### config.mk
export PLATFORM = sky130hd
export DESIGN_NAME = i2c_bit_level_master
export DESIGN_NICKNAME = d
export VERILOG_FILES = /design/src/i2cbm_pkg.sv /design/src/i2cbm_seq.sv /design/src/i2c_bit_level_master.sv
export SDC_FILE = /design/constraint.sdc
export NUM_CORES = 1
export LEC_CHECK = 0
export ABC_AREA = 1
export BUFFER_PORTS_ARGS = -buffer_cell sky130_fd_sc_hd__buf_2
export CORE_UTILIZATION = 40
export CTS_BUF_LIST = sky130_fd_sc_hd__clkbuf_4 sky130_fd_sc_hd__clkbuf_8
export CTS_CLUSTER_SIZE = 30
export DETAILED_ROUTE_END_ITERATION = 16
export GPL_ROUTABILITY_DRIVEN = 1
export PLACE_DENSITY_LB_ADDON = 0.15
export SKIP_CTS_REPAIR_TIMING = 1
export SLEW_MARGIN = 10
export SYNTH_ARGS = -nofsm -noshare
export SYNTH_HDL_FRONTEND = slang
export SYNTH_SLANG_ARGS = --single-unit
### constraint.sdc
create_clock -name clk -period 3.1 [get_ports clk]
set_input_delay 0 -clock clk [delete_from_list [all_inputs] [get_ports clk]]
set_output_delay 0 -clock clk [all_outputs]
set_load 0.01 [all_outputs]
### src/i2cbm_pkg.sv
package i2cbm_pkg;

  // Width of the delay counter; the configured delay is cut to this many bits.
  localparam int WAIT_WIDTH = 16;

  // Delay length after reset, in ticks.
  localparam logic [15:0] DELAY_RESET = 16'd50;

  // Request codes carried in req_type.
  localparam logic [2:0] REQ_NONE    = 3'd0;
  localparam logic [2:0] REQ_START   = 3'd1;
  localparam logic [2:0] REQ_RESTART = 3'd2;
  localparam logic [2:0] REQ_WRITE   = 3'd3;
  localparam logic [2:0] REQ_READ    = 3'd4;
  localparam logic [2:0] REQ_STOP    = 3'd5;

  // Sequencer step codes.
  localparam logic [4:0] ST_IDLE = 5'd0;
  localparam logic [4:0] ST_RS_A = 5'd1;
  localparam logic [4:0] ST_ST_A = 5'd2;
  localparam logic [4:0] ST_ST_B = 5'd3;
  localparam logic [4:0] ST_TX_A = 5'd4;
  localparam logic [4:0] ST_TX_B = 5'd5;
  localparam logic [4:0] ST_TX_C = 5'd6;
  localparam logic [4:0] ST_TX_D = 5'd7;
  localparam logic [4:0] ST_TX_E = 5'd8;
  localparam logic [4:0] ST_TX_F = 5'd9;
  localparam logic [4:0] ST_FIN  = 5'd10;
  localparam logic [4:0] ST_RX_A = 5'd11;
  localparam logic [4:0] ST_RX_B = 5'd12;
  localparam logic [4:0] ST_RX_C = 5'd13;
  localparam logic [4:0] ST_RX_D = 5'd14;
  localparam logic [4:0] ST_RX_E = 5'd15;
  localparam logic [4:0] ST_RX_F = 5'd16;
  localparam logic [4:0] ST_RX_G = 5'd17;
  localparam logic [4:0] ST_SP_A = 5'd18;
  localparam logic [4:0] ST_SP_B = 5'd19;
  localparam logic [4:0] ST_SP_C = 5'd20;

  // One tick beat on the input channel.
  typedef struct packed {
    logic [2:0] req_type;
    logic [7:0] tx_byte;
    logic       last_read;
    logic       sda_in;
  } in_item_t;

  // One result beat on the output channel.
  typedef struct packed {
    logic       scl_out;
    logic       sda_out;
    logic       busy_res;
    logic       done_res;
    logic       ack_ok;
    logic [7:0] rx_byte;
  } out_item_t;

endpackage

### src/i2cbm_seq.sv
module i2cbm_seq import i2cbm_pkg::*; (
  input  logic        clk,
  input  logic        rst,
  input  logic        step_en,
  input  in_item_t    item,
  input  logic [15:0] delay_ticks,
  output out_item_t   result
);

  // Sequencer state.
  logic [2:0]            cmd, cmd_next;
  logic [4:0]            step, step_next;
  logic [3:0]            bit_cnt, bit_cnt_next;
  logic [7:0]            shreg, shreg_next;
  logic [WAIT_WIDTH-1:0] wait_cnt, wait_cnt_next;
  logic                  scl, scl_next;
  logic                  sda, sda_next;
  logic                  nak, nak_next;
  logic                  ack, ack_next;
  logic [7:0]            rx_hold, rx_hold_next;

  // Working values for the action pass.
  logic                  run;
  logic                  done;
  logic [4:0]            st_e;
  logic [7:0]            sr_e;
  logic [3:0]            bc_e;
  logic [3:0]            bc_inc;
  logic [7:0]            sr_shl;
  logic [7:0]            sr_smp;
  logic [WAIT_WIDTH-1:0] wait_dec;
  logic [WAIT_WIDTH-1:0] delay_load;

  // Delay value, with zero treated as one.
  always_comb begin
    delay_load = WAIT_WIDTH'(delay_ticks);
    if (delay_load == '0) begin
      delay_load = {{(WAIT_WIDTH-1){1'b0}}, 1'b1};
    end
  end

  // Next state for one tick: count down the delay or accept a command, then run
  // the pin actions up to the next delay or to completion.
  always_comb begin
    cmd_next     = cmd;
    step_next    = step;
    bit_cnt_next = bit_cnt;
    shreg_next   = shreg;
    wait_cnt_next = wait_cnt;
    scl_next     = scl;
    sda_next     = sda;
    nak_next     = nak;
    ack_next     = ack;
    rx_hold_next = rx_hold;
    run          = 1'b0;
    done         = 1'b0;
    st_e         = step;
    sr_e         = shreg;
    bc_e         = bit_cnt;
    wait_dec     = (wait_cnt != '0) ? wait_cnt - 1'b1 : wait_cnt;

    if (cmd != REQ_NONE) begin
      wait_cnt_next = wait_dec;
      run = (wait_dec == '0);
    end else if (item.req_type >= REQ_START && item.req_type <= REQ_STOP) begin
      cmd_next = item.req_type;
      sr_e     = item.tx_byte;
      nak_next = item.last_read;
      run      = 1'b1;
      unique case (item.req_type)
        REQ_START:   st_e = ST_ST_A;
        REQ_RESTART: st_e = ST_RS_A;
        REQ_WRITE: begin
          st_e = ST_TX_A;
          bc_e = 4'd0;
        end
        REQ_READ:    st_e = ST_RX_A;
        default:     st_e = ST_SP_A;
      endcase
    end

    shreg_next   = sr_e;
    bit_cnt_next = bc_e;
    bc_inc       = bc_e + 4'd1;
    sr_shl       = {sr_e[6:0], 1'b0};
    sr_smp       = {sr_e[6:0], item.sda_in};

    if (run) begin
      unique case (st_e)
        ST_RS_A: begin
          sda_next = 1'b1;
          scl_next = 1'b1;
          wait_cnt_next = delay_load;
          step_next = ST_ST_A;
        end
        ST_ST_A: begin
          sda_next = 1'b0;
          wait_cnt_next = delay_load;
          step_next = ST_ST_B;
        end
        // Start ends with SCL low and falls straight into the first data bit.
        ST_ST_B: begin
          scl_next = 1'b0;
          bit_cnt_next = 4'd0;
          sda_next = sr_e[7];
          wait_cnt_next = delay_load;
          step_next = ST_TX_B;
        end
        ST_TX_A: begin
          sda_next = sr_e[7];
          wait_cnt_next = delay_load;
          step_next = ST_TX_B;
        end
        ST_TX_B: begin
          scl_next = 1'b1;
          wait_cnt_next = delay_load;
          step_next = ST_TX_C;
        end
        // Clock low, move to the next bit or release SDA for the ACK.
        ST_TX_C: begin
          scl_next = 1'b0;
          shreg_next = sr_shl;
          bit_cnt_next = bc_inc;
          wait_cnt_next = delay_load;
          if (bc_inc < 4'd8) begin
            sda_next = sr_shl[7];
            step_next = ST_TX_B;
          end else begin
            sda_next = 1'b1;
            step_next = ST_TX_E;
          end
        end
        ST_TX_D: begin
          sda_next = 1'b1;
          wait_cnt_next = delay_load;
          step_next = ST_TX_E;
        end
        ST_TX_E: begin
          scl_next = 1'b1;
          wait_cnt_next = delay_load;
          step_next = ST_TX_F;
        end
        ST_TX_F: begin
          ack_next = ~item.sda_in;
          scl_next = 1'b0;
          wait_cnt_next = delay_load;
          step_next = ST_FIN;
        end
        ST_RX_A: begin
          sda_next = 1'b1;
          bit_cnt_next = 4'd0;
          shreg_next = 8'd0;
          wait_cnt_next = delay_load;
          step_next = ST_RX_C;
        end
        ST_RX_B: begin
          wait_cnt_next = delay_load;
          step_next = ST_RX_C;
        end
        ST_RX_C: begin
          scl_next = 1'b1;
          wait_cnt_next = delay_load;
          step_next = ST_RX_D;
        end
        // Sample with SCL high, then either the next bit or the ACK/NAK answer.
        ST_RX_D: begin
          shreg_next = sr_smp;
          scl_next = 1'b0;
          bit_cnt_next = bc_inc;
          wait_cnt_next = delay_load;
          if (bc_inc < 4'd8) begin
            step_next = ST_RX_C;
          end else begin
            sda_next = nak_next;
            step_next = ST_RX_F;
          end
        end
        ST_RX_E: begin
          sda_next = nak_next;
          wait_cnt_next = delay_load;
          step_next = ST_RX_F;
        end
        ST_RX_F: begin
          scl_next = 1'b1;
          wait_cnt_next = delay_load;
          step_next = ST_RX_G;
        end
        ST_RX_G: begin
          scl_next = 1'b0;
          sda_next = 1'b0;
          rx_hold_next = sr_e;
          cmd_next = REQ_NONE;
          step_next = ST_IDLE;
          wait_cnt_next = '0;
          done = 1'b1;
        end
        ST_SP_A: begin
          sda_next = 1'b0;
          wait_cnt_next = delay_load;
          step_next = ST_SP_B;
        end
        ST_SP_B: begin
          scl_next = 1'b1;
          wait_cnt_next = delay_load;
          step_next = ST_SP_C;
        end
        ST_SP_C: begin
          sda_next = 1'b1;
          wait_cnt_next = delay_load;
          step_next = ST_FIN;
        end
        // Final step and any unused code end the command.
        default: begin
          cmd_next = REQ_NONE;
          step_next = ST_IDLE;
          wait_cnt_next = '0;
          done = 1'b1;
        end
      endcase
    end
  end

  // The result reflects the state after this tick.
  always_comb begin
    result.scl_out  = scl_next;
    result.sda_out  = sda_next;
    result.busy_res = (cmd_next != REQ_NONE);
    result.done_res = done;
    result.ack_ok   = ack_next;
    result.rx_byte  = rx_hold_next;
  end

  // State update on each accepted tick.
  always_ff @(posedge clk) begin
    if (rst) begin
      cmd      <= REQ_NONE;
      step     <= ST_IDLE;
      bit_cnt  <= 4'd0;
      shreg    <= 8'd0;
      wait_cnt <= '0;
      scl      <= 1'b1;
      sda      <= 1'b1;
      nak      <= 1'b0;
      ack      <= 1'b0;
      rx_hold  <= 8'd0;
    end else if (step_en) begin
      cmd      <= cmd_next;
      step     <= step_next;
      bit_cnt  <= bit_cnt_next;
      shreg    <= shreg_next;
      wait_cnt <= wait_cnt_next;
      scl      <= scl_next;
      sda      <= sda_next;
      nak      <= nak_next;
      ack      <= ack_next;
      rx_hold  <= rx_hold_next;
    end
  end

endmodule

### src/i2c_bit_level_master.sv
// Bit-level I2C master sequencer.
// Input channel (in_valid, in_stall, in_item): one beat per timing tick. The
// beat carries the sampled SDA level and, while the block is idle, a command
// (start or restart with address, write byte, read byte with ACK/NAK, stop).
// Output channel (out_valid, out_stall, out_item): exactly one result beat per
// input beat, giving the SCL/SDA drive levels, busy, done, the last ACK and
// the last received byte.
// Configuration channel (cfg_valid, cfg_ready, cfg_data): writes delay_ticks,
// the length in ticks of every delay; cfg_ready is always high.
// An accepted tick's result is registered in the output or skid register. One
// tick is accepted every cycle while in_stall is low; the sequencer state
// update and the result logic sit between the state registers and the output
// register. When the receiver stalls, one more result is caught in a skid
// register and in_stall rises only while that register is full.
// Reset returns the sequencer to idle with both bus lines released high,
// empties the output side and sets delay_ticks to 50.
module i2c_bit_level_master import i2cbm_pkg::*; (
  input  logic        clk,
  input  logic        rst,
  input  logic        in_valid,
  output logic        in_stall,
  input  in_item_t    in_item,
  output logic        out_valid,
  input  logic        out_stall,
  output out_item_t   out_item,
  input  logic        cfg_valid,
  output logic        cfg_ready,
  input  logic [15:0] cfg_data
);

  logic [15:0] delay_ticks;
  logic        accept;
  logic        out_free;
  logic        skid_valid;
  out_item_t   skid_item;
  out_item_t   result;

  assign cfg_ready = 1'b1;
  assign in_stall  = skid_valid;
  assign accept    = in_valid & ~skid_valid;
  assign out_free  = ~out_valid | ~out_stall;

  // Delay register.
  always_ff @(posedge clk) begin
    if (rst) begin
      delay_ticks <= DELAY_RESET;
    end else if (cfg_valid && cfg_ready) begin
      delay_ticks <= cfg_data;
    end
  end

  i2cbm_seq u_seq (
    .clk         (clk),
    .rst         (rst),
    .step_en     (accept),
    .item        (in_item),
    .delay_ticks (delay_ticks),
    .result      (result)
  );

  // Output register with a one-beat skid stage behind it.
  always_ff @(posedge clk) begin
    if (rst) begin
      out_valid  <= 1'b0;
      skid_valid <= 1'b0;
    end else if (out_free) begin
      if (skid_valid) begin
        out_valid  <= 1'b1;
        out_item   <= skid_item;
        skid_valid <= 1'b0;
      end else if (accept) begin
        out_valid <= 1'b1;
        out_item  <= result;
      end else begin
        out_valid <= 1'b0;
      end
    end else if (accept) begin
      skid_valid <= 1'b1;
      skid_item  <= result;
    end
  end

endmodule
# Word-level counts from Yosys, hierarchy flattened
# Cells that the tools add are included.
[op_classes] reduce_logical=23 n_lt_le_gt_ge=3 eq_ne=23 mux=44 addsub=2 n_bitwise=8
[ops] cell="$mux 16" count=5
[ops] cell="$pmux 5 s15" count=1
[ops] cell="$mux 8" count=5
[ops] cell="$eq 5x4->1 const B" count=7
[ops] cell="$logic_not 16->1" count=2
[ops] cell="$mux 13" count=2
[ops] cell="$eq 5x5->1 const B" count=5
[ops] cell="$pmux 8 s3" count=1
[ops] cell="$eq 5x3->1 const B" count=4
[ops] cell="$mux 4" count=5
[ops] cell="$pmux 5 s4" count=1
[ops] cell="$reduce_or 18->1" count=1
[ops] cell="$reduce_bool 16->1" count=1
[ops] cell="$sub 16x1->16 const B" count=1
[ops] cell="$mux 5" count=3
[ops] cell="$mux 1" count=14
[ops] cell="$mux 3" count=4
[ops] cell="$reduce_or 2->1" count=6
[ops] cell="$eq 5x2->1 const B" count=2
[ops] cell="$pmux 4 s2" count=1
[ops] cell="$eq 3x2->1 const B" count=2
[ops] cell="$not 1->1" count=6
[ops] cell="$pmux 1 s6" count=1
[ops] cell="$reduce_and 3->1" count=2
[ops] cell="18 further kinds" count=21
[totals] input_bits=34 ff_bits=92 wordCells=128 out_inout_bits=16

# Depth between registers and ports, before layout
[logic_depth] word_depth=11 mapped_depth=19 mapped_depth_nobuf=18

# By module
# From an unflattened synthesis, not the netlist that was laid out.
[unflattened] hier_cells=883 hier_area_um2=5704.2
[modules_own_cells] module="i2cbm_seq" area_each_um2=4120.2 cells_per_inst=732 seq_area_each_um2=960.9 instances=1
[modules_own_cells] module="i2c_bit_level_master" area_each_um2=1584.0 cells_per_inst=151 seq_area_each_um2=1141.1 instances=1

# Least setup slack after synthesis
# No wires, ideal clock.
[synth_path] path_type="register to register" from="register u_seq.wait_cnt[0]" to="register skid_item[10] in the netlist's numbering (data pin)" arrival_ps=2083 stages_incl_launch_ff=18 setup_ps=259 required_ps=2841 slack_ps=758 n_path_buf=2 path_cell_list="dfxtp_1 -> inv_1 -> ha_1 -> nand2_2 -> nor2_4 -> nand2_2 -> buf_6 -> nand2_1 -> nand2_1 -> nor2_1 -> nand3_1 -> nor2_1 -> nand2_1 -> nand2_4 -> buf_6 -> nand3_2 -> nand2_1 -> nand3_1"
[synth_lines] item="start, declared" line="i2cbm_seq.sv:15" rtl="logic [WAIT_WIDTH-1:0] wait_cnt, wait_cnt_next;"
[synth_lines] item="start signal, assigned" line="i2cbm_seq.sv:251" rtl="wait_cnt <= wait_cnt_next;"
[synth_lines] item="end signal, assigned" line="i2c_bit_level_master.sv:79" rtl="skid_item <= result;"
[synth_lines] item="end, declared" line="i2c_bit_level_master.sv:35" rtl="out_item_t skid_item;"

==> results.ini <==
[run_status]
outcome = finished with violations
violations = negative hold slack

[route]
ant_nets = 0
firstDrtPassIters = 4
drc = 0
drtIter0Drc = 266
wl_mm = 14.3
via_per_inst = 5.00
dr_total_vias = 5288
wl_per_cell_um = 13.5

[yosys]
ys_seq_elements = 92
syn_avg_cell_area_um2 = 6.77
synth_area_leader_cell = dfxtp_1
syn_inst = 818
netlist_top_cells_count = 218 x nand2_1, 95 x nor2_1, 82 x inv_1
synth-edff-count = 26
ys_top_cells_by_area = dfxtp_1 24%, nand2_1 15%, edfxtp_1 14%, nor2_1 6.4%, inv_1 5.6%
synth.mux.area_fraction_pct = 1.27
yosysWarningCount = 0
synth-compound-area-share_pct = 14.7
async_flop_share_pct = 0
yosysTopAreaCellShare_pct = 23.9
ys.flop_type = dfxtp_1
synth_area_um2 = 5530
yosysMostFrequentCell = nand2_1
syn_nets = 854
synth-adder-area-share_pct = 0.452
synth_xor_area_share_pct = 0.950
synthSimpleGateAreaFrac_pct = 35.1
ys_seq_area_share_pct = 38.0
yosysUniqueCellTypes = 39
synth_top_family_by_area = simple AND/OR/NAND/NOR gates

[power_and_ir_drop]
power_leakage_nw = 2.95
power.density_nw_per_um2 = 527
ir_drop_v = 0.000247
finalPower_w = 0.00331

[timing]
max_freq_mhz = 361
period_minus_slack_ns = 2.77
worstMarginPinSlew_ns = 0.963
period_share_pct = 89.4
setup-violations-final = 0
rsz0062_at_grt = no
finalSetupTns_ns = 0
whs_ns = -0.00944
drv_slew = 0
timing.clock.skew_ns = 0.0135
hold_viol_final = 1
worst_slack_ns = 0.328
maxSlewHeadroom_pct = 35.6

[finish]
fin_util_pct = 47.1
area_growth_pct = 13.5
diodes = 0
instances_no_fill = 1057
layout.nets = 912
final_layout_size_suffix_gt1_share_pct = 15.3

[setup_path]
crit_type = reg -> reg
critPathMaxFanout = 18
end_kind = flop
crit_required_ns = 3.25
cp.arrival_ns = 2.92
worstSetupStartpointType = flop

[die]
start_util_pct = 41.5
die_area_um2 = 14300
row_count = 42
ioPinCount = 50
core-area_um2 = 13300
die_y_um = 120
fp.dieW_um = 120

[placement]
dp_hpwl_mm = 10.5
dp.cells = 1022
globalplace.congestion = 0.900
pre_cts_ws_ns = 0.357
port_buffers = 48

[clocking]
clock_latency_ns = 0.39
cts_buffers = 9
path_clk_slew_ns = 0.10
cts.htree.levels = 3
cts-root-buf = clkbuf_8
cts_tree = yes
ctsLongestPathBuffers = 2
numClockSinks = 92

[min_path]
hp-class = in -> reg

[global_routing]
grt_pass1_wl_mm = 23.6
grt_pass1_vias = 4928
antenna_found_initial = 0
grt_max_degree = 34
overflow = 0
grt.total_usage_pct = 20.7

[job]
maxCapViolCount = 0

## final timing paths
check             slack, ns                          end                           start  cells past startpoint
setup / recovery       0.33        out_item[3]$_DFFE_PP_  u_seq.wait_cnt[0]$_SDFFE_PP0P_                     16
hold / removal       -0.009  delay_ticks[1]$_SDFFE_PP1P_                       cfg_valid                      3
setup reg to reg       0.33        out_item[3]$_DFFE_PP_  u_seq.wait_cnt[0]$_SDFFE_PP0P_                     16
hold reg to reg        0.47  delay_ticks[0]$_SDFFE_PP0P_     delay_ticks[0]$_SDFFE_PP0P_                      2
## registers in the layout, summed over array words and instances, names as in the netlist
name,cells
u_seq.wait_cnt,16
out_item,13
u_seq.step,5
u_seq.sda,1
u_seq.rx_hold,8
delay_ticks,16
u_seq.nak,1
u_seq.shreg,8
u_seq.bit_cnt,4
out_valid,1
u_seq.ack,1
skid_item,13
in_stall,1
u_seq.scl,1
u_seq.cmd,3
## critical path, cell delays in order, from the launching register on
cell and delay, ns:
dfxtp_1 0.34, inv_1 0.16, ha_1 0.27, nand2_2 0.14, nor2_4 0.14, nand2_1 0.09
o21ai_0 0.41, nor2_1 0.10, nand3_1 0.10, nor2_1 0.04, nand2_1 0.12, nand2_4 0.11
buf_4 0.23, nand2_1 0.11, o21ai_2 0.07, nand2_1 0.06, nand2_1 0.05
## per-stage QoR
step	area, um^2	hold WS (ns)
6_report	6280	-0.00944
3_5_place_dp	5910	0.224
5_1_grt	6280	0.0130
2_1_floorplan	5530	0.126
4_1_cts	6090	-0.185
3_3_place_gp	5910	0.211
## kinds of logic after synthesis
logic type               Yosys count
multiplexers                       7
buffers and inverters            124
AND/OR/NAND/NOR                  437
adder cells (fa/ha/maj)            2
other                              1
XOR/XNOR                           6
AO/OA/AOI/OAI                    149
flip-flops                        92
## layout by cell type, fill, tap and decap left out, drive strengths merged, types with 8 or more instances in the layout
| cell type | synthesis | final |
|---|---|---|
| nand2 | 232 | 232 |
| nor2 | 111 | 111 |
| inv | 89 | 90 |
| o21ai | 86 | 86 |
| nand3 | 67 | 67 |
| dfxtp | 66 | 66 |
| buf | 16 | 61 |
| a21oi | 50 | 50 |
| edfxtp | 26 | 26 |
| dlygate4sd3 | 0 | 19 |
| clkbuf | 17 | 11 |
| nand4 | 9 | 9 |
| nor3 | 9 | 9 |
| o22ai | 8 | 8 |
## final cells by class
class / instances / area [um^2]
Clock buffer: 11 / 139
Clock inverter: 5 / 38.8
Fill cell: 1376 / 7070
Inverter: 91 / 342
Multi-Input combinational cell: 602 / 2910
Sequential cell: 92 / 2100
Tap cell: 176 / 220
Timing Repair Buffer: 80 / 528
## layer usage
layer | GRT usage, % | vias to the layer above | routed length [um]
met5 | 0 | - | 0
met4 | 7.27 | 0 | 286
met1 | 25.3 | 2394 | 6450
met3 | 3.66 | 22 | 443
met2 | 36.5 | 92 | 7090
li1 | - | 2780 | -
## power by group
group,switching [W],internal (W),leakage [nW]
logic,0.000741,0.000377,2.07
clock network,0.000465,0.000314,0.0907
registers,0.0000661,0.00134,0.788
total,0.00127,0.00204,2.95
No activity file was read; power rests on OpenSTA's default activity.
